### src/rtl/kvtok_pkg.sv
// Package with payload types, character codes and token codes for the key-value tokenizer.
`default_nettype none

package kvtok_pkg;

    localparam int MAX_RESULTS = 3;

    localparam logic [7:0] CH_NUL    = 8'h00;
    localparam logic [7:0] CH_TAB    = 8'h09;
    localparam logic [7:0] CH_NL     = 8'h0A;
    localparam logic [7:0] CH_CR     = 8'h0D;
    localparam logic [7:0] CH_SPACE  = 8'h20;
    localparam logic [7:0] CH_QUOTE  = 8'h22;
    localparam logic [7:0] CH_SLASH  = 8'h2F;
    localparam logic [7:0] CH_LBRACE = 8'h7B;
    localparam logic [7:0] CH_RBRACE = 8'h7D;

    localparam logic [2:0] KIND_WS      = 3'd0;
    localparam logic [2:0] KIND_COMMENT = 3'd1;
    localparam logic [2:0] KIND_BRACE   = 3'd2;
    localparam logic [2:0] KIND_STRING  = 3'd3;
    localparam logic [2:0] KIND_EOF     = 3'd4;
    localparam logic [2:0] KIND_ERROR   = 3'd5;

    localparam logic [1:0] ERR_NONE          = 2'd0;
    localparam logic [1:0] ERR_NL_IN_QUOTES  = 2'd1;
    localparam logic [1:0] ERR_END_IN_QUOTES = 2'd2;
    localparam logic [1:0] ERR_TOO_LONG      = 2'd3;

    typedef enum logic [2:0] {
        MODE_IDLE,
        MODE_WS,
        MODE_COMMENT,
        MODE_SLASH,
        MODE_QSTR,
        MODE_USTR,
        MODE_HALT
    } kvtok_mode_t;

    typedef struct packed {
        logic [7:0] byte_value;
        logic       is_final;
    } kvtok_in_t;

    typedef struct packed {
        logic [2:0]  token_kind;
        logic [15:0] begin_offset;
        logic [15:0] end_offset;
        logic [1:0]  error_code;
        logic        run_last;
    } kvtok_out_t;

    typedef struct packed {
        kvtok_out_t [MAX_RESULTS-1:0] res;
        logic [1:0]                   count;
    } kvtok_burst_t;

endpackage

`default_nettype wire

### src/rtl/keyvalue_text_tokenizer.sv
// Top level of the key-value text tokenizer with its result queue.
// Latency: the first result of a byte appears on m_ the cycle after its transfer.
// Throughput: with m_ready high, one byte per cycle while each byte yields
// at most one result; a byte that yields more (up to 3) holds the input until
// one remains, as results leave the three-entry queue one per cycle.
// Reset: aresetn is synchronous and active low; it empties the queue and
// returns the scanner to idle at offset 0.
`default_nettype none

module keyvalue_text_tokenizer
    import kvtok_pkg::*;
#(
    parameter int OFFSET_BITS = 16
) (
    input  wire logic       aclk,
    input  wire logic       aresetn,
    input  wire logic       s_valid,
    output logic            s_ready,
    input  wire kvtok_in_t  s_payload,
    output logic            m_valid,
    input  wire logic       m_ready,
    output kvtok_out_t      m_payload
);

    kvtok_burst_t burst;
    kvtok_out_t   q_reg [MAX_RESULTS];
    kvtok_out_t   q_next [MAX_RESULTS];
    logic [1:0]   cnt_reg, cnt_next;
    logic         s_xfer;
    logic         m_xfer;

    assign m_valid   = (cnt_reg != 2'd0);
    assign m_payload = q_reg[0];
    assign m_xfer    = m_valid && m_ready;
    assign s_ready   = (cnt_reg == 2'd0) || (cnt_reg == 2'd1 && m_ready);
    assign s_xfer    = s_valid && s_ready;

    kvtok_scan #(
        .OFFSET_BITS(OFFSET_BITS)
    ) u_scan (
        .aclk    (aclk),
        .aresetn (aresetn),
        .step    (s_xfer),
        .in_item (s_payload),
        .burst   (burst)
    );

    always_comb begin
        cnt_next = cnt_reg;
        for (int i = 0; i < MAX_RESULTS; i++) begin
            q_next[i] = q_reg[i];
        end
        if (s_xfer) begin
            for (int i = 0; i < MAX_RESULTS; i++) begin
                q_next[i] = burst.res[i];
            end
            cnt_next = burst.count;
        end else if (m_xfer) begin
            for (int i = 0; i < MAX_RESULTS - 1; i++) begin
                q_next[i] = q_reg[i + 1];
            end
            cnt_next = cnt_reg - 2'd1;
        end
    end

    always_ff @(posedge aclk) begin
        if (!aresetn) begin
            cnt_reg <= 2'd0;
        end else begin
            cnt_reg <= cnt_next;
        end
    end

    always_ff @(posedge aclk) begin
        for (int i = 0; i < MAX_RESULTS; i++) begin
            q_reg[i] <= q_next[i];
        end
    end

    a_last_marked: assert property (@(posedge aclk) disable iff (!aresetn)
        (m_valid && cnt_reg == 2'd1) |-> m_payload.run_last)
        else $error("The last queued result lacks its run_last mark.");

    a_inner_unmarked: assert property (@(posedge aclk) disable iff (!aresetn)
        (m_valid && cnt_reg != 2'd1) |-> !m_payload.run_last)
        else $error("A result that is not the last of its byte carries run_last.");

    a_load_count: assert property (@(posedge aclk) disable iff (!aresetn)
        s_xfer |=> (cnt_reg == $past(burst.count)))
        else $error("The queue did not load the full result set of a transfer.");

    a_eof_shape: assert property (@(posedge aclk) disable iff (!aresetn)
        (m_valid && m_payload.token_kind == KIND_EOF) |->
        (m_payload.begin_offset == m_payload.end_offset
         && m_payload.error_code == ERR_NONE))
        else $error("An end-of-input token has a nonempty span or an error code.");

    a_no_accept_busy: assert property (@(posedge aclk) disable iff (!aresetn)
        (cnt_reg > 2'd1) |-> !s_ready)
        else $error("Input ready while more than one result is pending.");

endmodule

`default_nettype wire

### src/rtl/kvtok_scan.sv
// Scanner state machine that turns one text byte into up to three token results.
`default_nettype none

module kvtok_scan
    import kvtok_pkg::*;
#(
    parameter int OFFSET_BITS = 16
) (
    input  wire logic         aclk,
    input  wire logic         aresetn,
    input  wire logic         step,
    input  wire kvtok_in_t    in_item,
    output kvtok_burst_t      burst
);

    kvtok_mode_t            mode_reg, mode_next;
    logic [OFFSET_BITS-1:0] ts_reg, ts_next;
    logic [OFFSET_BITS-1:0] pos_reg, pos_next;

    logic [7:0]             c;
    logic                   is_ws;
    logic                   is_nul;
    logic                   at_limit;
    logic [OFFSET_BITS-1:0] pos_inc;

    kvtok_mode_t            feed_mode;
    logic [OFFSET_BITS-1:0] feed_ts;
    logic                   idle_go;
    logic                   advance;
    logic                   close_v;
    logic [2:0]             close_kind;
    logic [1:0]             close_err;
    logic [OFFSET_BITS-1:0] close_begin;
    logic [OFFSET_BITS-1:0] close_end;
    logic                   brace_v;
    logic                   eoi_do;
    kvtok_mode_t            eoi_mode;
    logic [OFFSET_BITS-1:0] eoi_e;

    kvtok_out_t             cand [4];
    logic [3:0]             cand_v;
    logic [1:0]             n;

    function automatic logic [15:0] trim(input logic [OFFSET_BITS-1:0] v);
        logic [31:0] w;
        w = 32'(v);
        return w[15:0];
    endfunction

    assign c        = in_item.byte_value;
    assign is_ws    = c inside {CH_SPACE, [CH_TAB:CH_CR]};
    assign is_nul   = (c == CH_NUL);
    assign at_limit = &pos_reg;
    assign pos_inc  = pos_reg + OFFSET_BITS'(1);

    always_comb begin
        feed_mode   = mode_reg;
        feed_ts     = ts_reg;
        idle_go     = 1'b0;
        advance     = 1'b0;
        close_v     = 1'b0;
        close_kind  = KIND_WS;
        close_err   = ERR_NONE;
        close_begin = ts_reg;
        close_end   = pos_reg;
        brace_v     = 1'b0;
        eoi_do      = 1'b0;
        eoi_mode    = mode_reg;
        eoi_e       = pos_reg;
        if (mode_reg != MODE_HALT) begin
            if (is_nul) begin
                eoi_do = 1'b1;
            end else if (at_limit) begin
                close_v     = 1'b1;
                close_kind  = KIND_ERROR;
                close_err   = ERR_TOO_LONG;
                close_begin = (mode_reg == MODE_IDLE) ? pos_reg : ts_reg;
                feed_mode   = MODE_HALT;
            end else begin
                advance = 1'b1;
                case (mode_reg)
                    MODE_IDLE: begin
                        idle_go = 1'b1;
                    end
                    MODE_WS: begin
                        if (!is_ws) begin
                            close_v    = 1'b1;
                            close_kind = KIND_WS;
                            idle_go    = 1'b1;
                        end
                    end
                    MODE_COMMENT: begin
                        if (c == CH_NL) begin
                            close_v    = 1'b1;
                            close_kind = KIND_COMMENT;
                            idle_go    = 1'b1;
                        end
                    end
                    MODE_SLASH: begin
                        if (c == CH_SLASH) begin
                            feed_mode = MODE_COMMENT;
                        end else if (!is_ws) begin
                            feed_mode = MODE_USTR;
                        end else begin
                            close_v    = 1'b1;
                            close_kind = KIND_STRING;
                            idle_go    = 1'b1;
                        end
                    end
                    MODE_QSTR: begin
                        if (c == CH_NL) begin
                            close_v    = 1'b1;
                            close_kind = KIND_ERROR;
                            close_err  = ERR_NL_IN_QUOTES;
                            feed_mode  = MODE_HALT;
                        end else if (c == CH_QUOTE) begin
                            close_v    = 1'b1;
                            close_kind = KIND_STRING;
                            close_end  = pos_inc;
                            feed_mode  = MODE_IDLE;
                        end
                    end
                    MODE_USTR: begin
                        if (is_ws) begin
                            close_v    = 1'b1;
                            close_kind = KIND_STRING;
                            idle_go    = 1'b1;
                        end
                    end
                    default: begin
                    end
                endcase
                if (idle_go) begin
                    feed_ts = pos_reg;
                    if (is_ws) begin
                        feed_mode = MODE_WS;
                    end else if (c == CH_SLASH) begin
                        feed_mode = MODE_SLASH;
                    end else if (c inside {CH_LBRACE, CH_RBRACE}) begin
                        brace_v   = 1'b1;
                        feed_mode = MODE_IDLE;
                    end else if (c == CH_QUOTE) begin
                        feed_mode = MODE_QSTR;
                    end else begin
                        feed_mode = MODE_USTR;
                    end
                end
                if (in_item.is_final && feed_mode != MODE_HALT) begin
                    eoi_do   = 1'b1;
                    eoi_mode = feed_mode;
                    eoi_e    = pos_inc;
                end
            end
        end
    end

    always_comb begin
        mode_next = mode_reg;
        ts_next   = ts_reg;
        pos_next  = pos_reg;
        if (step) begin
            if (in_item.is_final) begin
                mode_next = MODE_IDLE;
                ts_next   = '0;
                pos_next  = '0;
            end else begin
                mode_next = eoi_do ? MODE_HALT : feed_mode;
                ts_next   = feed_ts;
                if (advance) begin
                    pos_next = pos_inc;
                end
            end
        end
    end

    always_comb begin
        cand[0] = '{token_kind: close_kind, begin_offset: trim(close_begin),
                    end_offset: trim(close_end), error_code: close_err, run_last: 1'b0};
        cand[1] = '{token_kind: KIND_BRACE, begin_offset: trim(pos_reg),
                    end_offset: trim(pos_inc), error_code: ERR_NONE, run_last: 1'b0};
        cand[2] = '{token_kind: KIND_WS, begin_offset: trim(feed_ts),
                    end_offset: trim(eoi_e), error_code: ERR_NONE, run_last: 1'b0};
        cand[3] = '{token_kind: KIND_EOF, begin_offset: trim(eoi_e),
                    end_offset: trim(eoi_e), error_code: ERR_NONE, run_last: 1'b0};
        cand_v[0] = close_v;
        cand_v[1] = brace_v;
        cand_v[2] = 1'b0;
        cand_v[3] = eoi_do && (eoi_mode != MODE_QSTR);
        if (eoi_do) begin
            case (eoi_mode)
                MODE_WS: begin
                    cand_v[2] = 1'b1;
                end
                MODE_COMMENT: begin
                    cand_v[2]            = 1'b1;
                    cand[2].token_kind   = KIND_COMMENT;
                end
                MODE_SLASH, MODE_USTR: begin
                    cand_v[2]            = 1'b1;
                    cand[2].token_kind   = KIND_STRING;
                end
                MODE_QSTR: begin
                    cand_v[2]            = 1'b1;
                    cand[2].token_kind   = KIND_ERROR;
                    cand[2].error_code   = ERR_END_IN_QUOTES;
                end
                default: begin
                end
            endcase
        end

        burst.res = '0;
        n         = 2'd0;
        for (int i = 0; i < 4; i++) begin
            if (cand_v[i] && n < 2'(MAX_RESULTS)) begin
                burst.res[n] = cand[i];
                n            = n + 2'd1;
            end
        end
        if (n != 2'd0) begin
            burst.res[n - 2'd1].run_last = 1'b1;
        end
        burst.count = n;
    end

    always_ff @(posedge aclk) begin
        if (!aresetn) begin
            mode_reg <= MODE_IDLE;
            ts_reg   <= '0;
            pos_reg  <= '0;
        end else begin
            mode_reg <= mode_next;
            ts_reg   <= ts_next;
            pos_reg  <= pos_next;
        end
    end

endmodule

`default_nettype wire
### config.mk
export PLATFORM = sky130hd
export DESIGN_NAME = keyvalue_text_tokenizer
export DESIGN_NICKNAME = d
export VERILOG_FILES = /design/src/rtl/kvtok_pkg.sv /design/src/rtl/keyvalue_text_tokenizer.sv /design/src/rtl/kvtok_scan.sv
export SDC_FILE = /design/constraint.sdc
export NUM_CORES = 1
export LEC_CHECK = 0
export BUFFER_PORTS_ARGS = -buffer_cell sky130_fd_sc_hd__buf_2
export CAP_MARGIN = 10
export CORE_MARGIN = 2
export CORE_UTILIZATION = 40
export CTS_CLUSTER_DIAMETER = 80
export CTS_CLUSTER_SIZE = 30
export DETAILED_ROUTE_END_ITERATION = 16
export MAX_ROUTING_LAYER = met4
export PLACE_DENSITY = 0.61
export SLEW_MARGIN = 10
export SYNTH_ARGS = -nofsm -noshare
export SYNTH_HDL_FRONTEND = slang
export SYNTH_SLANG_ARGS = --single-unit
### constraint.sdc
create_clock -name aclk -period 5.5 [get_ports aclk]
set_clock_uncertainty 0.2 [all_clocks]
set_input_delay 0.825 -clock aclk [delete_from_list [all_inputs] [get_ports aclk]]
set_output_delay 0.825 -clock aclk [all_outputs]
set_load 0.03 [all_outputs]
# After elaboration in Yosys (flattened, before gate mapping)
# Memory sizes are Yosys's and may differ from the RTL's.
# Cells that the tools add are included.
dict set report word_totals {
  wordCells 191
  in_bits 13
  mem_bits_rw 114
  mem_count 1
  out_inout_bits 40
  reg_bits 37
}
dict set report classes {
  eq_ne 21
  add_sub_neg 6
  muxes 117
  reduce_logical 29
  magnitude_cmp 13
}
# memory words width rd rd_ports_with_merged_regs wr line
set memory_table {}
lappend memory_table {q_reg 3 38 3 0 3 keyvalue_text_tokenizer.sv:26} ;# kvtok_out_t q_reg [MAX_RESULTS];
# cell n
set op_table {}
lappend op_table {{$bwmux 114} 4}
lappend op_table {{$mux 114} 4}
lappend op_table {{$mux 16} 21}
lappend op_table {{$demux 38 s2} 4}
lappend op_table {{$mux 38} 5}
lappend op_table {{$mux 76} 2}
lappend op_table {{$mux 3} 26}
lappend op_table {{$mux 1} 33}
lappend op_table {{$mux 2} 13}
lappend op_table {{$eq 8x6->1 const B} 3}
lappend op_table {{$add 16x1->16 const B} 1}
lappend op_table {{$eq 8x7->1 const B} 2}
lappend op_table {{$reduce_and 16->1} 1}
lappend op_table {{$logic_and 1x1->1} 13}
lappend op_table {{$eq 3x2->1 const B} 4}
lappend op_table {{$eq 3x3->1 const B} 4}
lappend op_table {{$ne 3x3->1 const B} 4}
lappend op_table {{$pmux 3 s4} 1}
lappend op_table {{$reduce_bool 2->1} 6}
lappend op_table {{$pmux 1 s5} 2}
lappend op_table {{$lt 2x3->1 const B} 3}
lappend op_table {{$pmux 3 s3} 1}
lappend op_table {{$eq 8x4->1 const B} 1}
lappend op_table {{$ge 8x4->1 const B} 1}
lappend op_table {{other kinds (21)} 27}

# Depth between registers and ports, before layout
dict set report logic_depth {
  depth_word 36
  depth_mapped 23
  ltp_nobuf 20
}

# Modules after synthesis
# Synthesis repeated with hierarchy kept, for this count alone.
dict set report unflattened {
  hier_cells 982
  area_unflattened_um2 9710.6
}
# module cells_per_inst seq_area_each_um2 instances area_each_um2
set modules_own_cells {}
lappend modules_own_cells {kvtok_scan 725 700.7 1 4875.9}
lappend modules_own_cells {keyvalue_text_tokenizer 257 3463.3 1 4834.6}

# Least setup slack after synthesis
# No wires, ideal clock.
dict set report synth_timing {
  kind {input to register}
  start {in s_payload[8] (netlist bit)}
  end {mem q_reg[0][57] (netlist bit) (data pin)}
  setup_time_ps 332
  path_buffers 3
  path_slack_ps -314
  arrival_time_ps 5282
  stages 22
  t_required_ps 4968
  cell_sequence {or3_1 -> buf_2 -> o41ai_1 -> nor2b_1 -> clkbuf_1 -> o21ai_2 -> nor3_1 -> inv_1 -> ha_1 -> a21oi_1 -> nand2_1 -> a21oi_1 -> xnor2_2 -> inv_1 -> ha_1 -> inv_1 -> nand3_1 -> a21oi_4 -> clkbuf_1 -> nor2_1 -> a32oi_1 -> a31oi_1}
}
# item line
set synth_lines {}
lappend synth_lines {{start: declaration} keyvalue_text_tokenizer.sv:19} ;# input wire kvtok_in_t s_payload,
lappend synth_lines {{end: declaration} keyvalue_text_tokenizer.sv:26}

==> results.cfg <==
[critical_path]
path_class = in2reg
slowest_delay_ps = 550
cp_cell_sequence = buf_2 -> or4b_1 -> a211oi_2 -> o221a_2 -> o21ai_2 -> nor3_2 -> inv_1 -> ha_1 -> a21oi_2 -> and3_1 -> o21ai_4 -> o21a_1 -> ha_1 -> inv_1 -> nand3_1 -> a21o_1 -> buf_4 -> a211oi_4 -> nor2_1 -> a221oi_1
cp-end-kind = flip-flop
slowest_stage = or4b_1
cp-start-kind = input pin
crit_arrival_ps = 5270
critPathMaxFanout = 13
crit_required_ps = 5540
crit_family = compound AO/OA/AOI/OAI gates
worst-path-buf-inv = 4

[logic_synthesis]
synthArstFlopShare_pct = 0
synth_commonest_cells = nand2_1, edfxtp_1, nor2_1
synth.most_common_cell = nand2_1
synth_edf_count = 112
synth-main-ff-cell = edfxtp_1
syn_inst = 1039
synth_area_mm2 = 0.009623
yosys.area.top_type_share_pct = 34.95
syn-num-nets = 1062
synthTopCellsByArea = edfxtp_1, dfxtp_1, nand2_1, nor2_1, buf_4
ys_types = 88
ys_seq_elements = 149
yosysWarningCount = 0
postSynthAreaPerCell_um2 = 9.262
synth_largest_area_cell = edfxtp_1
ys_seq_area_share_pct = 42.65

[floorplanning]
rows = 56
die_y_um = 159.1
core_mm2 = 0.02354
start_util_pct = 40.87
die_area_mm2 = 0.02531
chipWidth_um = 159.1
pin_count = 53

[clock_tree]
cts_buffer_depth = 2
post_cts_buffers = 0
root_buffer = clkbuf_16
cts_buffers = 17
path_clk_slew_ps = 70
clk_latency_ps = 430
cts_tree = built
clock-sinks = 149
htreeDepth = 4

[global_route]
grt-ovfl-total = 0
antenna_found_initial = 0
grtUsageTotal_pct = 24.41
grt_pass1_wl_um = 47410
grt_max_degree = 80
grt_pass1_vias = 8096

[placement]
io_buffers = 52
place_ws_ps = -107.5
dp_hpwl_um = 20330
dp.cells = 1388
gp_congestion = 0.9367

[timing]
maxSlewHeadroom_pct = 24.67
hold_viol = 0
setup_slack_ps = 271.7
finalCriticalPeriod_ps = 5228
drv_slew = 0
min_period_over_period_pct = 95.06
setup_viol = 0
fmax_ghz = 0.1913
worst_slew_pin_slew_ps = 1130
rsz0062_at_grt = true

[power]
pwr-share-comb_pct = 38.4
clkPwrFrac_pct = 24.5
switchingPower_uw = 1959
p_leak_uw = 0.004006
intPower_uw = 2914
sequentialPowerShare_pct = 37.1
ir_worst_vdd_mv = 0.2068
swShare_pct = 40.20
p_per_area_mw_per_mm2 = 440.4

[finish]
antennaDiodeCount = 0
nets = 1111
final_cells = 1420
drive_gt1_share_pct = 21.25
syn2layout_area_growth_pct = 14.98
largest_reg_flops = 112

[flow_run]
cap_viol_max_count = 0

[drt]
drtIter0Drc = 1106
num_vias = 8602
vias_per_cell = 6.058
wl_um = 30210
first_pass_iters = 5
wl_per_cell_um = 21.28
post-route-drc-count = 0
antenna_left = 0

[worst_hold_path]
hold_path.class = reg2reg

[run_status]
status = complete, no violations
[logic make-up (layout without fill, tap and decap cells)]
group | count (synthesis) | count (layout) | share of synthesized area (%)
mux | 19 | 19 | 2.002
xor+xnor | 20 | 20 | 1.898
fa+ha+maj | 10 | 10 | 1.300
compound gates | 318 | 318 | 24.91
buf+inv | 140 | 202 | 7.372
simple gates | 383 | 383 | 19.87
flops | 149 | 149 | 42.65
[metal layers]
layer | GRT usage (%) | share of wire (%) | vias to the layer above
met4 | 7.107 | 2.1 | 0
met3 | 4.454 | 7.8 | 51
met1 | 34.01 | 46 | 4195
met5 | - | 0 | -
met2 | 36.30 | 45 | 383
li1 | - | - | 3973
[per-stage QoR]
| step | cell area (um2) | setup TNS [ps] | util, % | hold slack [ps] | power (uW) |
|---|---|---|---|---|---|
| finish | 11060 | 0 | 47.00 | 325.2 | 4873 |
| global placement | 10460 | -2.462 | 44.45 | 292.8 | 3667 |
| detailed placement | 10460 | -554.5 | 44.45 | 309.2 | 3685 |
| CTS | 11060 | 0 | 46.98 | 326.6 | 4873 |
| global route | 11060 | -12.90 | 47.00 | 349.7 | 5090 |
| floorplan | 9644 | 0 | - | 283.6 | 3244 |
[cell usage in the layout (no fill, tap or decap), types with 17 or more instances in the layout]
cell / count
a21oi_1: 43
a221o_1: 20
a22oi_1: 23
and3_1: 18
buf_2: 52
buf_4: 101
clkbuf_16: 18
dfxtp_1: 37
edfxtp_1: 112
mux2i_1: 17
nand2_1: 112
nand3_1: 38
nand4_1: 20
nor2_1: 87
nor2b_1: 30
o21ai_0: 50
o22ai_1: 25
o31ai_1: 18
[what timing repair did]
action / CTS / global route
endpoints found under the setup margin: 0 / 3
hold buffers: 0 / 0
gates resized for setup: 0 / 1
[worst paths after layout]
path / startpoint / to / slack (ps) / depth (start not counted)
hold reg to reg: q_reg[0][78] / q_reg[0][40] / 330 / 2
hold / removal: q_reg[0][78] / q_reg[0][40] / 330 / 2
setup / recovery: s_payload[2] / q_reg[0][13] / 270 / 20
setup reg to reg: u_scan.mode_reg[2] / q_reg[0][13] / 490 / 19
[power by group through the flow]
stage	clock (uW)	sequential [uW]	combinational, uW
2_1_floorplan	0	1790	1460
3_3_place_gp	0	1830	1840
3_5_place_dp	0	1830	1850
4_1_cts	1200	1810	1860
5_1_grt	1240	1840	2010
6_report	1190	1810	1870
[worst register-to-register path, delay by kind of cell, from the launching register on]
kind	cells	cell delay, ps
and+or+nand+nor	7	1520
AOI/OAI and AO/OA	7	1510
DFF	1	750
adders and majority gates	2	520
buffers and inverters	3	330
[area by class of cell]
| cell class | instances | area (um2) |
|---|---|---|
| Clock buffer | 18 | 450.4 |
| Clock inverter | 14 | 145.1 |
| Fill cell | 2260 | 12480 |
| Inverter | 15 | 56.30 |
| Multi-Input combinational cell | 750 | 4851 |
| Sequential cell | 149 | 4104 |
| Tap cell | 319 | 399.1 |
| Timing Repair Buffer | 155 | 1059 |
Note: power is estimated with default switching activity, not from simulation.
